===== src/stwmm_pkg.sv =====
// Shared constants, types and codes for the sliding window min/max block.
`timescale 1ns / 1ps

package stwmm_pkg;

	localparam int MAX_ENTRIES = 64;
	localparam int CNT_W       = $clog2(MAX_ENTRIES);

	localparam int TIME_W  = 24;
	localparam int AGE_W   = 27;
	localparam int WIN_W   = 26;
	localparam int WGT_W   = 17;
	localparam int FRAC_W  = 16;
	localparam int ACC_W   = 40;

	localparam logic [AGE_W-1:0] AGE_MAX      = {AGE_W{1'b1}};
	localparam logic [WGT_W-1:0] WEIGHT_ONE   = 17'd65536;
	localparam logic [WGT_W-1:0] WEIGHT_RESET = 17'd6554;
	localparam logic [WIN_W-1:0] WINDOW_RESET = 26'd1000000;

	// Configuration port
	localparam int CFG_IDX_W  = 2;
	localparam int CFG_DATA_W = 26;
	localparam logic [CFG_IDX_W-1:0] REG_AVERAGE_WEIGHT = 2'd0;
	localparam logic [CFG_IDX_W-1:0] REG_WINDOW_LENGTH  = 2'd1;

	// One history entry as held by a cell
	typedef struct packed {
		logic              live;
		logic [AGE_W-1:0]  age;
		logic [TIME_W-1:0] dur;
	} entry_t;

	// Running min/max token passed down the cell row
	typedef struct packed {
		logic              any;
		logic [TIME_W-1:0] lo;
		logic [TIME_W-1:0] hi;
	} minmax_t;

	// Strobes into the average unit
	typedef struct packed {
		logic mul;
		logic add;
	} ema_ctl_t;

	typedef enum logic [1:0] {
		ST_IDLE,
		ST_RUN,
		ST_DONE
	} state_t;

endpackage


===== src/stwmm_ema.sv =====
// Exponential moving average accumulator, Q24.16, two-step multiply then add.
`timescale 1ns / 1ps

module stwmm_ema import stwmm_pkg::*; (
	input  logic              clk,
	input  logic              arst_n,
	input  ema_ctl_t          ctl,
	input  logic [TIME_W-1:0] dur,
	input  logic [WGT_W-1:0]  weight,
	output logic [ACC_W-1:0]  acc
);

	localparam int PROD_A_W = ACC_W + WGT_W;
	localparam int PROD_B_W = TIME_W + WGT_W;

	logic [ACC_W-1:0]    acc_q;
	logic [PROD_A_W-1:0] prod_a_q;
	logic [PROD_B_W-1:0] prod_b_q;
	logic [WGT_W-1:0]    weight_inv;
	logic [ACC_W:0]      acc_sum;

	assign weight_inv = WEIGHT_ONE - weight;

	always_ff @(posedge clk) begin
		if (ctl.mul) begin
			prod_a_q <= PROD_A_W'(acc_q) * PROD_A_W'(weight_inv);
			prod_b_q <= PROD_B_W'(dur) * PROD_B_W'(weight);
		end
	end

	// (a + (b << 16)) >> 16 == (a >> 16) + b, as b << 16 has a clear low half
	assign acc_sum = (ACC_W+1)'(prod_a_q[PROD_A_W-1:FRAC_W]) + (ACC_W+1)'(prod_b_q);

	always_ff @(posedge clk or negedge arst_n) begin
		if (!arst_n) begin
			acc_q <= '0;
		end else if (ctl.add) begin
			acc_q <= acc_sum[ACC_W-1:0];
		end
	end

	assign acc = acc_q;

endmodule


===== config.mk =====
export PLATFORM = sky130hd
export DESIGN_NAME = stwmm_ema
export DESIGN_NICKNAME = d
export VERILOG_FILES = /design/src/stwmm_pkg.sv /design/src/stwmm_ema.sv
export SDC_FILE = /design/constraint.sdc
export NUM_CORES = 2
export LEC_CHECK = 0
export BUFFER_PORTS_ARGS = -buffer_cell sky130_fd_sc_hd__buf_2
export CELL_PAD_IN_SITES_DETAIL_PLACEMENT = 1
export CELL_PAD_IN_SITES_GLOBAL_PLACEMENT = 2
export CORE_ASPECT_RATIO = 1.2
export CORE_MARGIN = 5
export CORE_UTILIZATION = 42
export CTS_CLUSTER_DIAMETER = 30
export CTS_CLUSTER_SIZE = 14
export DETAILED_ROUTE_END_ITERATION = 10
export PLACE_DENSITY = 0.89
export SYNTH_ARGS = -nofsm -noshare
export SYNTH_HDL_FRONTEND = slang
export SYNTH_SLANG_ARGS = --single-unit

===== constraint.sdc =====
create_clock -name clk -period 8.7 [get_ports clk]
set_clock_uncertainty 0.2 [all_clocks]
set_input_delay 0.87 -clock clk [delete_from_list [all_inputs] [get_ports clk]]
set_output_delay 0.87 -clock clk [all_outputs]
set_load 0.02 [all_outputs]

==> flow_metrics.tcl <==
set metrics [dict create \
    outcome "complete, but fails checks" \
    violations "negative setup slack" \
    reg2regPathDepth 25 \
    fin_crit_ns 8.709 \
    drv_cap 0 \
    critical_path_depth 35 \
    setup_violations 1 \
    pre_cts_ws_ns -0.5905 \
    clkTransAtPathRegs_ns 0.06 \
    io_buffers 84 \
    grt_pass1_wl_mm 207.5 \
    clockBufferDepth 2 \
    clkSinkCount 120 \
    cts_root_buf "clkbuf_16" \
    yosys-top-cells-area "fa_1 45%, inv_1 10%, ha_1 8.7%" \
    synthAdderAreaFrac_pct 53.83 \
    synthSimpleGateAreaFrac_pct 16.06 \
    grt_pass1_vias 36820 \
    dieArea_um2 100800 \
    synthArstFlopShare_pct 33.33 \
    syn_area_per_cell_um2 8.829 \
    rsz0062_at_grt "true" \
    required_ns 8.68 \
    cp.buffers_inverters 11 \
    drive_gt1_share_pct 9.705 \
    synthCells 4497 \
    wirelength_mm 133.3 \
    synth_top_family_by_area "adder cells" \
    num_rows 123 \
    drc 0 \
    ys_seq_elements 120 \
    crit_top_cell "fa_1" \
    synth_area_leader_cell "fa_1" \
    cts_buffers 17 \
    drv_slew 0 \
    syn_nets 5713 \
    insertion_delay_ns 0.44 \
    die_height_um 346.8 \
    start_util_pct 42.29 \
    cp_slowest_cell "fa_1" \
    area_growth_pct 10.77 \
    synthXorXnorAreaFrac_pct 2.515 \
    reg2reg_from "acc[29]" \
    layout.nets 5809 \
    htree_num_levels 4 \
    cp.arrival_ns 8.69 \
    startpoint "weight[1]" \
    regToRegEndpoint "prod_a_q[49]" \
    grtUsageTotal_pct 26.33 \
    initialDrtViolationCount 1537 \
    num-fill-cells 11020 \
    tightest_slew_ns 1.237 \
    vias 31350 \
    post-synth-top-area-fraction_pct 45.13 \
    ant_nets 0 \
    crit_fanout 11 \
    via_per_inst 5.350 \
    setup_slack_ns -0.009236 \
    critical_path_class "in2reg" \
    worstSetupEndpointType "flop" \
    antenna_found_initial 6 \
    ios 85 \
    ys.flop_type "edfxtp_1" \
    yosysUniqueCellTypes 74 \
    wire_per_inst_um 22.75 \
    grt_overflow_total 0 \
    start_kind "primary input" \
    synthMuxAreaShare_pct 0.6177 \
    coreArea_um2 93880 \
    synth_compound_area_share_pct 6.035 \
    cts_hold_buf 0 \
    grt_max_degree 68 \
    finalHoldViolations 0 \
    cts_tree "yes" \
    r2r_slack_ns 0.99 \
    hp-class "in2async" \
    max_slew_margin_pct 17.56 \
    synth-warning-count 0 \
    gp_congestion 0.8782 \
    yosysSeqAreaShare_pct 8.572 \
    crit_end "prod_a_q[49]" \
    netlist_area_um2 39700 \
    max_stage_delay_ns 0.53 \
    dr.pass1.iters 5 \
    die_x_um 290.7 \
    fmaxAchievable_mhz 114.8 \
    hpwl_mm 107.7 \
    crit_family "adder cells" \
    synth-edff-count 80 \
    finalCritPeriodShare_pct 100.1 \
]
-- worst min-delay path by stage --
stage	start	to	slack [ns]	cells past startpoint
floorplan	arst_n	acc[0]	0.37	0
global placement	prod_b_q[0]	acc[0]	0.43	2
detailed placement	prod_b_q[0]	acc[0]	0.42	2
CTS	arst_n	acc[23]	0.33	2
global route	arst_n	acc[23]	0.37	2
finish	arst_n	acc[23]	0.33	2
-- metrics by stage --
stage	hold slack (ns)	area, um^2	std cells	TNS (ns)	util, %
floorplan	0.3661	39700	4497	0	-
global placement	0.4347	42950	5812	-1.756	45.75
detailed placement	0.4231	42950	5812	-6.351	45.75
CTS	0.3310	43580	5846	0	46.42
global route	0.3694	43970	5857	-0.3221	46.84
finish	0.3329	43980	5860	-0.009236	46.85
-- placed cells by master (no fill, tap or decap), drive strengths merged, types with 80 or more instances in the layout --
master	count
a21oi	100
and2	284
buf	323
edfxtp	80
fa	895
ha	276
inv	1059
nand2	883
nor2	86
xnor2	80
-- logic make-up after synthesis --
family                     after synthesis
buffers and inverters                 1308
and+or+nand+nor                       1406
adders and majority gates             1171
muxes                                   22
xor gates and xnor gates               114
DFF                                    120
AOI/OAI and AO/OA                      356
-- area by class of cell --
type | instances | area [um^2] | area share (%)
Clock inverter | 13 | 142.6 | 0.3243
Multi-Input combinational cell | 3069 | 31770 | 72.23
Sequential cell | 120 | 3403 | 7.738
Inverter | 1057 | 3968 | 9.021
Tap cell | 1250 | 1564 | 3.556
Timing Repair Buffer | 328 | 2663 | 6.054
Clock buffer | 19 | 464.2 | 1.055
Antenna cell | 4 | 10.01 | 0.02276
-- routing by layer --
layer	track usage (%)	share of wire [%]	vias to the layer above
met3	3.037	4.5	326
met2	49.27	53	866
met4	10.44	4.8	2
met5	0	0.0053	-
li1	-	-	13490
met1	30.78	38	16670
-- sequential cells by signal (all words and copies together) (netlist names) --
name / flops
acc: 40
prod_a_q: 40
prod_b_q: 40
-- what timing repair did --
item                       in CTS  in global routing
gates resized for setup         2                 46
gates cloned                    0                  5
setup endpoints to repair       2                 15
buffers inserted                2                  5
pin swaps                       1                 15
hold endpoints to repair        0                  0
-- cells in the mapped netlist, types with 4 or more instances --
cell and number:
inv_1 1057, fa_1 895, nand2_1 883, and2_1 284
ha_1 276, clkbuf_1 231, a21oi_1 100, nor2_1 86
edfxtp_1 80, xnor2_1 80, o21ai_0 59, a21o_1 55
dfrtp_1 40, nand3_1 34, xor2_1 34, nor3_1 26
mux2_2 20, nand4_1 19, and3_1 17, buf_1 17
o21a_1 17, o21bai_1 14, a211oi_1 13, a31oi_1 12
nand2b_1 11, o211ai_1 10, o31ai_1 9, nor2b_1 8
o311ai_0 8, or2_2 7, o31a_1 6, or3_1 5
a211o_1 4, and4_1 4, nor4_1 4, o2111ai_1 4
o221ai_1 4, o41ai_1 4
Power is not shown: default switching activity piles up to over one toggle a cycle in this logic, so the estimate is an artifact.
