===== config.mk =====
export PLATFORM = sky130hd
export DESIGN_NAME = stwmm_cell
export DESIGN_NICKNAME = d
export VERILOG_FILES = /design/src/stwmm_pkg.sv /design/src/stwmm_cell.sv
export SDC_FILE = /design/constraint.sdc
export NUM_CORES = 1
export LEC_CHECK = 0
export ABC_AREA = 0
export BUFFER_PORTS_ARGS = -buffer_cell sky130_fd_sc_hd__buf_2
export CAP_MARGIN = 30
export CELL_PAD_IN_SITES_DETAIL_PLACEMENT = 2
export CELL_PAD_IN_SITES_GLOBAL_PLACEMENT = 2
export CORE_ASPECT_RATIO = 0.6
export CORE_UTILIZATION = 27
export DETAILED_ROUTE_END_ITERATION = 10
export GPL_TIMING_DRIVEN = 0
export PLACE_DENSITY = 0.81
export SKIP_CTS_REPAIR_TIMING = 1
export SLEW_MARGIN = 20
export SYNTH_ARGS = -nofsm -noshare
export SYNTH_HDL_FRONTEND = slang
export SYNTH_SLANG_ARGS = --single-unit

===== constraint.sdc =====
create_clock -name clk -period 2.6 [get_ports clk]
set_input_delay 0.26 -clock clk [delete_from_list [all_inputs] [get_ports clk]]
set_output_delay 0.26 -clock clk [all_outputs]
set_load 0.02 [all_outputs]

===== src/stwmm_pkg.sv =====
// Shared constants, types and codes for the sliding window min/max block.
`timescale 1ns / 1ps

package stwmm_pkg;

	localparam int MAX_ENTRIES = 64;
	localparam int CNT_W       = $clog2(MAX_ENTRIES);

	localparam int TIME_W  = 24;
	localparam int AGE_W   = 27;
	localparam int WIN_W   = 26;
	localparam int WGT_W   = 17;
	localparam int FRAC_W  = 16;
	localparam int ACC_W   = 40;

	localparam logic [AGE_W-1:0] AGE_MAX      = {AGE_W{1'b1}};
	localparam logic [WGT_W-1:0] WEIGHT_ONE   = 17'd65536;
	localparam logic [WGT_W-1:0] WEIGHT_RESET = 17'd6554;
	localparam logic [WIN_W-1:0] WINDOW_RESET = 26'd1000000;

	// Configuration port
	localparam int CFG_IDX_W  = 2;
	localparam int CFG_DATA_W = 26;
	localparam logic [CFG_IDX_W-1:0] REG_AVERAGE_WEIGHT = 2'd0;
	localparam logic [CFG_IDX_W-1:0] REG_WINDOW_LENGTH  = 2'd1;

	// One history entry as held by a cell
	typedef struct packed {
		logic              live;
		logic [AGE_W-1:0]  age;
		logic [TIME_W-1:0] dur;
	} entry_t;

	// Running min/max token passed down the cell row
	typedef struct packed {
		logic              any;
		logic [TIME_W-1:0] lo;
		logic [TIME_W-1:0] hi;
	} minmax_t;

	// Strobes into the average unit
	typedef struct packed {
		logic mul;
		logic add;
	} ema_ctl_t;

	typedef enum logic [1:0] {
		ST_IDLE,
		ST_RUN,
		ST_DONE
	} state_t;

endpackage


===== src/stwmm_cell.sv =====
// One history cell: shifts in its neighbour's entry, ages it and folds it into the min/max token.
`timescale 1ns / 1ps

module stwmm_cell import stwmm_pkg::*; (
	input  logic              clk,
	input  logic              arst_n,
	input  logic              shift,
	input  logic [TIME_W-1:0] dur_in,
	input  logic [WIN_W-1:0]  window,
	input  entry_t            prev,
	input  minmax_t           tok_in,
	output entry_t            entry,
	output minmax_t           tok_out
);

	logic              live_q;
	logic [AGE_W-1:0]  age_q;
	logic [TIME_W-1:0] dur_q;
	minmax_t           tok_q;

	logic [AGE_W:0]   age_sum;
	logic [AGE_W-1:0] age_new;
	logic             live_new;
	minmax_t          tok_d;

	// saturating age update
	assign age_sum  = (AGE_W+1)'(prev.age) + (AGE_W+1)'(dur_in);
	assign age_new  = age_sum[AGE_W] ? AGE_MAX : age_sum[AGE_W-1:0];
	assign live_new = prev.live && (age_new <= AGE_W'(window));

	always_ff @(posedge clk or negedge arst_n) begin
		if (!arst_n) begin
			live_q <= 1'b0;
		end else if (shift) begin
			live_q <= live_new;
		end
	end

	always_ff @(posedge clk) begin
		if (shift) begin
			age_q <= age_new;
			dur_q <= prev.dur;
		end
	end

	always_comb begin
		tok_d = tok_in;
		if (live_q) begin
			if (!tok_in.any) begin
				tok_d.any = 1'b1;
				tok_d.lo  = dur_q;
				tok_d.hi  = dur_q;
			end else begin
				if (dur_q < tok_in.lo) begin
					tok_d.lo = dur_q;
				end
				if (dur_q > tok_in.hi) begin
					tok_d.hi = dur_q;
				end
			end
		end
	end

	always_ff @(posedge clk) begin
		tok_q <= tok_d;
	end

	assign entry   = '{live: live_q, age: age_q, dur: dur_q};
	assign tok_out = tok_q;

endmodule


==> summary.txt, run 1 <==
Drt
  • Post-route ant nets: 0
  • Initial DRC Count: 564
  • Wirelength per Cell: 24.0 um
  • Detailed-route vias per instance: 5.47
  • Router iterations before antenna repair: 5
  • WL final: 38.7 mm
  • DRC Markers: 0
  • Routed via count: 8822

Placement
  • GP Congestion: 0.872
  • Final HPWL DP: 29.4 mm
  • Post-DP Area: 9730 um^2
  • Buffers on Ports: 254

Synthesis
  • Ys Warns: 0
  • Post-synth cell types: 63
  • Post-Synth XOR/XNOR Area: 1.57%
  • Synth async-reset ratio: 0.990%
  • Number of synthesized flops with an enable pin: 51
  • Post-Synth Simple-Gate Area: 21.7%
  • Synthesized area per cell: 8.58 um^2
  • Syn Std Cell Area: 7810 um^2
  • Synth Area in Adders: 15.8%
  • Main synth FF type: edfxtp_1
  • Post-synthesis mux area share: 0.144%
  • Syn Nets: 1162
  • Largest family of logic cells by synthesized area: simple AND/OR/NAND/NOR gates
  • Syn Inst Count: 910
  • Flops & latches, synth: 101
  • Compound-Gate Fraction of Synth Area: 21.7%
  • Sequential element share of the synthesized area: 32.5%

Worst setup path
  • Worst path most repeated cell: a21oi_2
  • CP Capture Type: flip-flop
  • Critical path arrival: 4.15 ns
  • Critical setup path kind: in2reg
  • Buf/Inv on CP: 1
  • CP max stage cell: or4b_4
  • Critical path depth in cells: 17
  • Cell family with most CP delay: compound AO/OA/AOI/OAI gates
  • Slowest stage delay, CP: 0.53 ns
  • Critical path cell sequence: buf_2 -> ha_4 -> fa_2 -> a21oi_2 -> o211ai_1 -> o221ai_4 -> nand3_4 -> a311oi_4 -> nor2b_4 -> a21oi_2 -> ha_2 -> or4b_4 -> a221oi_4 -> o21ai_2 -> o31ai_4 -> o2111a_1 -> a221o_1
  • Req. time, crit path: 2.92 ns
  • Worst Reg-to-Reg Cells: 9
  • CP Launch Type: primary input
  • Crit path max fanout: 5

Cells and area
  • Layout cell share with drive strength beyond 1: 34.4%
  • Synth-to-Final Area Change: 40.1%
  • Layout Utilization: 39.1%
  • Final Cell Area: 10900 um^2
  • Nets: 1487

Timing
  • Final Max Slew Viols: 0
  • Final Hold Viols: 0
  • Setup Skew: 0.0109 ns
  • Slew HR: 35.8%
  • Final setup violation count: 26
  • Fin crit period: 3.83 ns
  • Hold Slack: 0.0494 ns
  • Final period util: 147%
  • FMAX: 261 MHz
  • RSZ-0062 raised after global routing: true
  • Worst Setup Slack, final: -1.23 ns
  • Slew at the pin closest to its max-slew limit: 0.953 ns

Global routing
  • All-Layer GR Usage: 24.3%
  • Number of global-route vias before repair: 8970
  • Initial antenna violation count: 5
  • Pin count of the biggest net entering global routing: 37
  • Top Usage Layer GRT: met2
  • Grt ovf: 0
  • Routing usage on met2: 35.6%
  • First-pass GRT wire length: 54.1 mm
  • GR Util met1: 35.4%
  • Met3 usage: 5.73%

Floorplanning
  • Die width: 222 um
  • Core area: 28000 um^2
  • DIE AREA: 29600 um^2
  • Starting Density: 27.9%
  • Site Rows: 47
  • Io pins: 255
  • Die height: 134 um

Clock network
  • Num CTS Buffers: 9
  • H-tree depth: 3
  • Clock Tree Buf Depth: 2
  • Worst-Skew Late Latency: 0.38 ns
  • Clock-pin slew on the worst setup and hold paths: 0.08 ns
  • CTS tree: yes
  • Clock Tree Root: clkbuf_16
  • Sink Count: 101

Status
  • Failing checks: setup timing
  • Status: complete, but fails checks

Power
  • Net Sw Frac: 39.5%
  • Power per cell area: 568 nW/um^2
  • Clk pwr share: 24.8%
  • Max VDD drop: 257 uV
  • Cell internal pwr: 3.76 mW
  • Logic pwr share: 42.0%
  • Switching power: 2.45 mW
  • Static Leak: 5.19 nW
  • Reg power frac: 33.2%

Min path
  • Hold Crit Class: in2reg
  • Worst Hold Depth: 1

Job
  • Max-cap check violation count: 0
## cell usage after synthesis, drive strengths merged (2+ instances only)
cell | number | area [um^2]
a2111oi | 2 | 30.0
a211o | 3 | 26.3
a211oi | 10 | 75.1
a21boi | 3 | 22.5
a21o | 19 | 143
a21oi | 29 | 149
a221oi | 2 | 17.5
a2bb2oi | 23 | 201
a311oi | 2 | 23.8
a31oi | 6 | 37.5
and2 | 4 | 25.0
and3 | 27 | 169
buf | 11 | 55.1
clkbuf | 42 | 159
dfxtp | 49 | 981
edfxtp | 51 | 1530
ha | 97 | 1210
inv | 80 | 300
nand2 | 83 | 312
nand2b | 9 | 56.3
nand3 | 84 | 420
nand4 | 13 | 81.3
nor2 | 28 | 105
nor2b | 9 | 56.3
nor3 | 10 | 50.1
nor4 | 2 | 12.5
o211ai | 28 | 210
o21a | 6 | 45.0
o21ai | 59 | 295
o21bai | 2 | 18.8
o22ai | 2 | 12.5
o311a | 24 | 240
o31ai | 3 | 22.5
o41a | 2 | 22.5
o41ai | 2 | 25.0
or2 | 6 | 37.5
or3 | 26 | 163
or4 | 23 | 173
xnor2 | 6 | 52.6
xor2 | 8 | 70.1
## sequential cells by signal, summed over array words and instances (netlist names)
name and flops:
tok_out 49, dur_q 24, live_q 1, age_q 27
## stage by stage
stage | power (mW) | setup slack (ns) | TNS, ns | std cells
final | 6.22 | -1.23 | -13.17 | 1612
after global routing | 6.53 | -1.44 | -15.76 | 1611
after CTS | 5.95 | -1.92 | -33.35 | 1548
after detailed placement | 4.39 | -2.31 | -42.87 | 1532
after global placement | 4.27 | -2.26 | -39.94 | 1531
after floorplan | 3.44 | -0.855 | -0.855 | 910
## final timing paths
| path | from | endpoint | slack [ns] |
|---|---|---|---|
| max | dur_in[0] | live_q$_DFFE_PN0P_ | -1.23 |
| min | prev[20] | dur_q[20]$_DFFE_PP_ | 0.05 |
| max reg2reg | dur_q[10]$_DFFE_PP_ | tok_out[19]$_DFF_P_ | -0.60 |
| min reg2reg | dur_q[18]$_DFFE_PP_ | tok_out[42]$_DFF_P_ | 0.70 |
| max in group asynchronous | arst_n | live_q$_DFFE_PN0P_ | 2.32 |
| min in group asynchronous | arst_n | live_q$_DFFE_PN0P_ | 0.20 |
## power by group through the flow
stage | Combinational, mW | Clock (mW) | Sequential [mW]
after floorplan | 1.08 | 0 | 2.36
after global placement | 2.14 | 0 | 2.13
after detailed placement | 2.25 | 0 | 2.14
after CTS | 2.27 | 1.59 | 2.10
after global routing | 2.81 | 1.64 | 2.08
final | 2.61 | 1.54 | 2.07
## cells in the final DEF (no fill, tap or decap), types with 4 or more instances in the layout
cell / n
a211oi_1: 5
a211oi_2: 5
a21o_1: 19
a21oi_1: 24
a21oi_2: 4
a2bb2oi_1: 23
and2_1: 4
and3_1: 26
buf_2: 261
buf_4: 65
buf_6: 9
clkbuf_1: 23
clkbuf_16: 10
dfxtp_1: 49
diode_2: 5
edfxtp_1: 51
ha_1: 82
ha_4: 13
inv_1: 80
nand2_1: 82
nand2b_1: 9
nand3_1: 79
nand3_2: 4
nand4_1: 13
nor2_1: 25
nor2b_1: 8
nor3_1: 8
o211ai_1: 28
o21a_1: 6
o21ai_0: 42
o21ai_1: 14
o311a_1: 24
or2_2: 5
or3_1: 25
or4_1: 23
xnor2_1: 6
xor2_1: 8
## cell families (layout without fill, tap and decap cells)
family                     count (synthesis)  in the layout
AOI/OAI and AO/OA                        235            235
xor gates and xnor gates                  14             14
adders and majority gates                 98             98
buffers and inverters                    133            463
DFF                                      101            101
muxes                                      1              1
other                                      0              5
and+or+nand+nor                          328            328
## metal layers
metal	vias up	wire, um
met3	29	1950
li1	4057	-
met1	4487	19000
met4	0	569
met5	-	0
met2	249	17100
## area by class of cell
type                    instances  area [um^2]
clock buffers                  10          250
repair buffers                316         1780
clock inverters                 6         65.1
plain buffers                  51          290
multi-input cells             676         5250
fillers                      3135        17100
inverters                      80          300
well taps                     367          459
diodes                          5         12.5
flip-flops and latches        101         2540
(Power assumes the default switching activity.)
==> run 2: changes to the inputs <==
--- a/config.mk
+++ b/config.mk
@@ -15,7 +15,6 @@
 export DETAILED_ROUTE_END_ITERATION = 10
 export GPL_TIMING_DRIVEN = 0
 export PLACE_DENSITY = 0.81
-export SKIP_CTS_REPAIR_TIMING = 1
 export SLEW_MARGIN = 20
 export SYNTH_ARGS = -nofsm -noshare
 export SYNTH_HDL_FRONTEND = slang
==> summary.txt, run 2 (synthesized netlist as in run 1, its figures left out) <==
Status
  • Status: complete, but fails checks
  • Failing checks: setup timing

Power
  • Static Leak: 5.83 nW (+12%)
  • Total power: 6.85 mW (+10%)
  • Max VDD drop: 474 uV (+84%)
  • Power per cell area: 551 nW/um^2 (-3.1%)

Worst setup path
  • Critical path arrival: 4.07 ns (-0.08 ns)
  • Critical setup path kind: in2reg
  • Cell family with most CP delay: compound AO/OA/AOI/OAI gates
  • Buf/Inv on CP: 4 (+3)
  • Req. time, crit path: 2.86 ns (-0.06 ns)
  • CP max stage cell: or3b_4
  • Critical path depth in cells: 20 (+3)
  • Crit path max fanout: 6 (+1)
  • CP Capture Type: flip-flop
  • CP Launch Type: primary input
  • Slowest stage delay, CP: 0.45 ns (-0.08 ns)
  • Worst Reg-to-Reg Cells: 11 (+2)
  • Critical path cell sequence: buf_2 -> ha_4 -> a211oi_2 -> o21ai_2 -> or3b_4 -> a211o_1 -> a21oi_4 -> o21bai_4 -> buf_12 -> buf_12 -> buf_4 -> nor2b_1 -> ha_1 -> nand2b_1 -> a211oi_2 -> o41ai_4 -> a31oi_4 -> o31ai_4 -> and2_1 -> a221o_1

Drt
  • DRC Markers: 0 (unchanged)
  • Wirelength per Cell: 28.9 um (+20%)
  • Post-route ant nets: 0 (unchanged)
  • Router iterations before antenna repair: 5 (unchanged)
  • Routed via count: 9662 (+9.5%)
  • WL final: 48.7 mm (+26%)
  • Initial DRC Count: 746 (+32%)
  • Detailed-route vias per instance: 5.73 (+4.7%)

Timing
  • Final period util: 146% (-0.81 points)
  • Post-route setup TNS: -9.29 ns (+3.88 ns)
  • Final setup violation count: 27 (+3.8%)
  • Setup Skew: 0.0177 ns (+0.00677 ns)
  • Fin crit period: 3.81 ns (-0.0212 ns)
  • Hold Slack: 0.0459 ns (-0.00351 ns)
  • Final Max Slew Viols: 0 (unchanged)
  • RSZ-0062 raised after global routing: true
  • Slew at the pin closest to its max-slew limit: 0.709 ns (-0.244 ns)
  • FMAX: 263 MHz (+0.56%)
  • Final Hold Viols: 0 (unchanged)
  • Slew HR: 52.7% (+17 points)
  • Worst Setup Slack, final: -1.21 ns (+0.0212 ns)

Global routing
  • First-pass GRT wire length: 62.4 mm (+15%)
  • Number of global-route vias before repair: 9881 (+10%)
  • Top Usage Layer GRT: met2
  • Met3 usage: 6.66% (+0.93 points)
  • Pin count of the biggest net entering global routing: 37 (unchanged)
  • GR Util met1: 39.6% (+4.2 points)
  • All-Layer GR Usage: 28.3% (+4.0 points)
  • Grt ovf: 0 (unchanged)
  • Routing usage on met2: 43.2% (+7.6 points)
  • Initial antenna violation count: 7 (+2)

Cells and area
  • Multi-input combinational cell area: 5930 um^2 (+13%)
  • Synth-to-Final Area Change: 59.2%
  • Layout cell share with drive strength beyond 1: 46.5% (+12 points)
  • Most frequent cells in the layout: buf_2, buf_4, nand2_1
  • Register area: 2540 um^2 (unchanged)
  • Nets: 1562 (+5.0%)
  • Max reg flops: 49 (unchanged)
  • Fillcell total: 3050 (-2.7%)
  • Final Cell Area: 12400 um^2 (+14%)
  • Layout Utilization: 44.4% (+5.3 points)
  • Most common cell after layout, fill and taps aside: buf_2

Floorplanning
  • Die height: 134 um (unchanged)
  • DIE AREA: 29600 um^2 (unchanged)
  • Site Rows: 47 (unchanged)
  • Io pins: 255 (unchanged)
  • Die width: 222 um (unchanged)
  • Core area: 28000 um^2 (unchanged)
  • Starting Density: 27.9% (unchanged)

Clock network
  • Num CTS Buffers: 9 (unchanged)
  • Sink Count: 101 (unchanged)
  • H-tree depth: 3 (unchanged)
  • Clock Tree Root: clkbuf_16
  • CTS tree: yes
  • Clock-pin slew on the worst setup and hold paths: 0.09 ns (about the same)
  • Clock Tree Buf Depth: 2 (unchanged)
  • Worst-Skew Late Latency: 0.38 ns (about the same)

Placement
  • Buffers on Ports: 254 (unchanged)
  • Final HPWL DP: 29.4 mm (unchanged)
  • Post-DP Area: 9730 um^2 (unchanged)
  • GP Congestion: 0.872 (unchanged)

Job
  • Max-cap check violation count: 0 (unchanged)

Min path
  • Worst Hold Depth: 1 (unchanged)
  • Hold Crit Class: in2reg
run 2: through the flow:
step	worst slack (ns)	instances
2_1_floorplan	-0.855	910
3_3_place_gp	-2.26	1531
3_5_place_dp	-2.31	1532
4_1_cts	-1.11	1633
5_1_grt	-1.34	1686
6_report	-1.21	1686
run 2: path summary, 6_finish.rpt:
| kind | slack [ns] | end | start |
|---|---|---|---|
| max in group asynchronous | 2.31 | live_q$_DFFE_PN0P_ | arst_n |
| worst min register to register | 0.77 | tok_out[29]$_DFF_P_ | dur_q[5]$_DFFE_PP_ |
| worst min-delay path | 0.05 | dur_q[14]$_DFFE_PP_ | prev[14] |
| worst max-delay path | -1.21 | live_q$_DFFE_PN0P_ | dur_in[1] |
| min in group asynchronous | 0.21 | live_q$_DFFE_PN0P_ | arst_n |
| worst max register to register | -0.45 | tok_out[5]$_DFF_P_ | dur_q[10]$_DFFE_PP_ |
run 2: report_power, final:
| part | switching [mW] | leakage, nW | internal, mW |
|---|---|---|---|
| sequential | 0.129 | 0.926 | 1.93 |
| clock | 0.749 | 0.161 | 0.816 |
| combinational | 1.91 | 4.75 | 1.32 |
run 2: cell type report:
class / count / share of cell area [%]
diodes: 4 / 0.0805
flip-flops and latches: 101 / 20.4
well taps: 367 / 3.69
plain buffers: 50 / 3.26
inverters: 80 / 2.42
clock inverters: 6 / 0.523
multi-input cells: 676 / 47.7
clock buffers: 10 / 2.01
repair buffers: 392 / 19.9
run 2: metal layers:
metal / vias up / part of all wire (%) / wire length, um
met4: 2 / 3.5 / 1720
met1: 4946 / 44 / 21500
met2: 402 / 45 / 22000
met3: 108 / 7.0 / 3400
li1: 4204 / - / -
met5: - / 0.023 / 11
run 2: repair_timing:
| action | in CTS | in global routing |
|---|---|---|
| setup buffers | 85 | 44 |
| hold endpoints to repair | 1 | 0 |
| hold buffers | 1 | 0 |
| pin swaps | 32 | 70 |
| gates cloned | 1 | 6 |
| gates resized for setup | 118 | 214 |
| endpoints found under the setup margin | 70 | 49 |
==> run 3: changes to the inputs <==
==> constraint.sdc (replaced) <==
create_clock -name clk -period 2.6 [get_ports clk]
set_input_delay 0.13 -clock clk [delete_from_list [all_inputs] [get_ports clk]]
set_output_delay 0.13 -clock clk [all_outputs]
set_load 0.02 [all_outputs]
==> summary.txt, run 3 (synthesized netlist as in run 1, its figures left out) <==
Power
  • Cell internal pwr: 3.99 mW (-1.8%)
  • Logic pwr share: 46.0% (-1.1 points)
  • Reg power frac: 30.7% (+0.6 points)
  • Total power: 6.68 mW (-2.4%)
  • Static Leak: 5.76 nW (-1.3%)
  • Net Sw Frac: 40.3% (-0.40 points)
  • Clk pwr share: 23.3% (+0.5 points)
  • Max VDD drop: 263 uV (-45%)
  • Power per cell area: 548 nW/um^2 (-0.48%)
  • Switching power: 2.69 mW (-3.4%)

Placement
  • Final HPWL DP: 29.4 mm (unchanged)
  • Buffers on Ports: 254 (unchanged)
  • GP Congestion: 0.872 (unchanged)

Cells and area
  • Most frequent cells in the layout: buf_2, buf_4, nand2_1
  • Nets: 1559 (-0.19%)
  • Max reg flops: 49 (unchanged)
  • Layout cell share with drive strength beyond 1: 42.5% (-4.1 points)
  • Layout Utilization: 43.5% (-0.86 points)
  • Fillcell total: 3066 (+0.52%)
  • Synth-to-Final Area Change: 56.1%
  • Most common cell after layout, fill and taps aside: buf_2

Timing
  • Worst Setup Slack, final: -1.07 ns (+0.138 ns)
  • Final Max Slew Viols: 0 (unchanged)
  • Slew at the pin closest to its max-slew limit: 0.742 ns (+0.0331 ns)
  • Final period util: 141% (-5.3 points)
  • Hold Slack: 0.0662 ns (+0.0203 ns)
  • Fin crit period: 3.67 ns (-0.138 ns)
  • RSZ-0062 raised after global routing: true
  • Setup Skew: 0.00985 ns (-0.00782 ns)
  • Final Hold Viols: 0 (unchanged)
  • Final setup violation count: 25 (-7.4%)
  • Slew HR: 50.5% (-2.2 points)
  • FMAX: 273 MHz (+3.8%)

Worst setup path
  • Slowest stage delay, CP: 0.45 ns (about the same)
  • R2R Setup Slk: -0.35 ns (+0.10 ns)
  • Worst R2R Start: dur_q[12]$_DFFE_PP_
  • Req. time, crit path: 2.87 ns (about the same)
  • Critical path cell sequence: buf_2 -> ha_4 -> a211oi_2 -> o21ai_2 -> or3b_4 -> a211o_1 -> a21oi_4 -> o21bai_4 -> buf_12 -> buf_12 -> buf_4 -> nor2b_1 -> ha_1 -> nand2b_1 -> a211oi_2 -> o41ai_4 -> a31oi_4 -> o31ai_4 -> and2_1 -> a221o_1
  • CP Capture Type: flip-flop
  • Worst setup path startpoint: prev[25]
  • Cell family with most CP delay: compound AO/OA/AOI/OAI gates
  • Crit Reg-Reg Endpoint: tok_out[3]$_DFF_P_
  • Critical path arrival: 3.94 ns (-0.13 ns)
  • Worst Reg-to-Reg Cells: 10 (-1)
  • Critical setup path kind: in2reg
  • CP Launch Type: primary input
  • Buf/Inv on CP: 4 (unchanged)
  • Crit path max fanout: 6 (unchanged)
  • CP max stage cell: or3b_4

Floorplanning
  • Io pins: 255 (unchanged)
  • Site Rows: 47 (unchanged)
  • Core area: 28000 um^2 (unchanged)
  • Die width: 222 um (unchanged)
  • Starting Density: 27.9% (unchanged)
  • DIE AREA: 29600 um^2 (unchanged)
  • Die height: 134 um (unchanged)

Global routing
  • Grt ovf: 0 (unchanged)
  • Number of global-route vias before repair: 10.0k (+1.4%)
  • First-pass GRT wire length: 62.4 mm (unchanged)
  • Initial antenna violation count: 6 (-1)
  • Pin count of the biggest net entering global routing: 37 (unchanged)
  • All-Layer GR Usage: 28.4% (+0.098 points)

Clock network
  • Sink Count: 101 (unchanged)
  • Num CTS Buffers: 9 (unchanged)
  • Worst-Skew Late Latency: 0.39 ns (about the same)
  • H-tree depth: 3 (unchanged)
  • CTS tree: yes
  • Clock Tree Root: clkbuf_16
  • Clock Tree Buf Depth: 2 (unchanged)
  • Clock-pin slew on the worst setup and hold paths: 0.08 ns (about the same)

Status
  • Status: complete, but fails checks
  • Failing checks: setup timing

Drt
  • DRC Markers: 0 (unchanged)
  • WL final: 45.7 mm (-6.1%)
  • Routed via count: 9539 (-1.3%)
  • Router iterations before antenna repair: 5 (unchanged)
  • Initial DRC Count: 735 (-1.5%)
  • Wirelength per Cell: 27.2 um (-5.8%)
  • Post-route ant nets: 0 (unchanged)
  • Detailed-route vias per instance: 5.67 (-1.0%)

Job
  • Max-cap check violation count: 0 (unchanged)

Min path
  • Hold Crit Class: in2async
-- run 3: cell count changes in the layout (fill, tap and decap cells not counted), moves of 10 or more --
cell / previous run / this run
buf_4: 121 / 104
dlygate4sd3_1: 1 / 25
buf_6: 25 / 15
ha_4: 31 / 18
ha_1: 61 / 75
-- run 3: repair_timing --
item | 4_1_cts | 5_1_grt
endpoints found under the setup margin | 61 | 49
cloned | 1 | 4
endpoints found under the hold margin | 25 | 0
gates resized for setup | 118 | 161
pin swaps | 32 | 54
setup buffers | 84 | 23
hold buffers | 25 | 0
-- run 3: area by class of cell --
type	count	area [um^2]	share of cell area, %
Antenna cell	3	7.51	0.0616
Buffer	49	375	3.08
Clock buffer	10	250	2.05
Clock inverter	6	65.1	0.534
Inverter	80	300	2.46
Multi-Input combinational cell	676	5690	46.7
Sequential cell	101	2540	20.8
Tap cell	367	459	3.77
Timing Repair Buffer	390	2500	20.5
-- run 3: power groups by stage --
stage	Clock [mW]	Sequential [mW]	Combinational, mW
finish	1.56	2.05	3.07
global route	1.64	2.07	3.24
CTS	1.59	2.04	2.72
detailed placement	0	2.14	2.25
global placement	0	2.13	2.14
floorplan	0	2.36	1.08
-- run 3: worst max-delay path by stage --
stage	endpoint	slack, ns	cells after the start
floorplan	live_q$_DFFE_PN0P_	-0.73	15
global placement	live_q$_DFFE_PN0P_	-2.13	18
detailed placement	live_q$_DFFE_PN0P_	-2.18	18
CTS	live_q$_DFFE_PN0P_	-0.98	17
global route	live_q$_DFFE_PN0P_	-1.20	19
finish	live_q$_DFFE_PN0P_	-1.07	20
-- run 3: per-stage QoR --
stage,TNS [ns],worst slack (ns),cell area (um^2),std cells
5_1_grt,-8.29,-1.20,12200,1682
3_3_place_gp,-36.30,-2.13,9710,1531
4_1_cts,-7.45,-0.977,11500,1656
2_1_floorplan,-0.725,-0.725,7980,910
6_report,-6.54,-1.07,12200,1682
3_5_place_dp,-39.23,-2.18,9730,1532
-- run 3: routing by layer --
metal | GRT usage (%) | part of all wire, %
met1 | 38.4 | 46
met2 | 43.6 | 45
met3 | 8.20 | 6.5
met4 | 8.56 | 2.6
met5 | 0 | 0
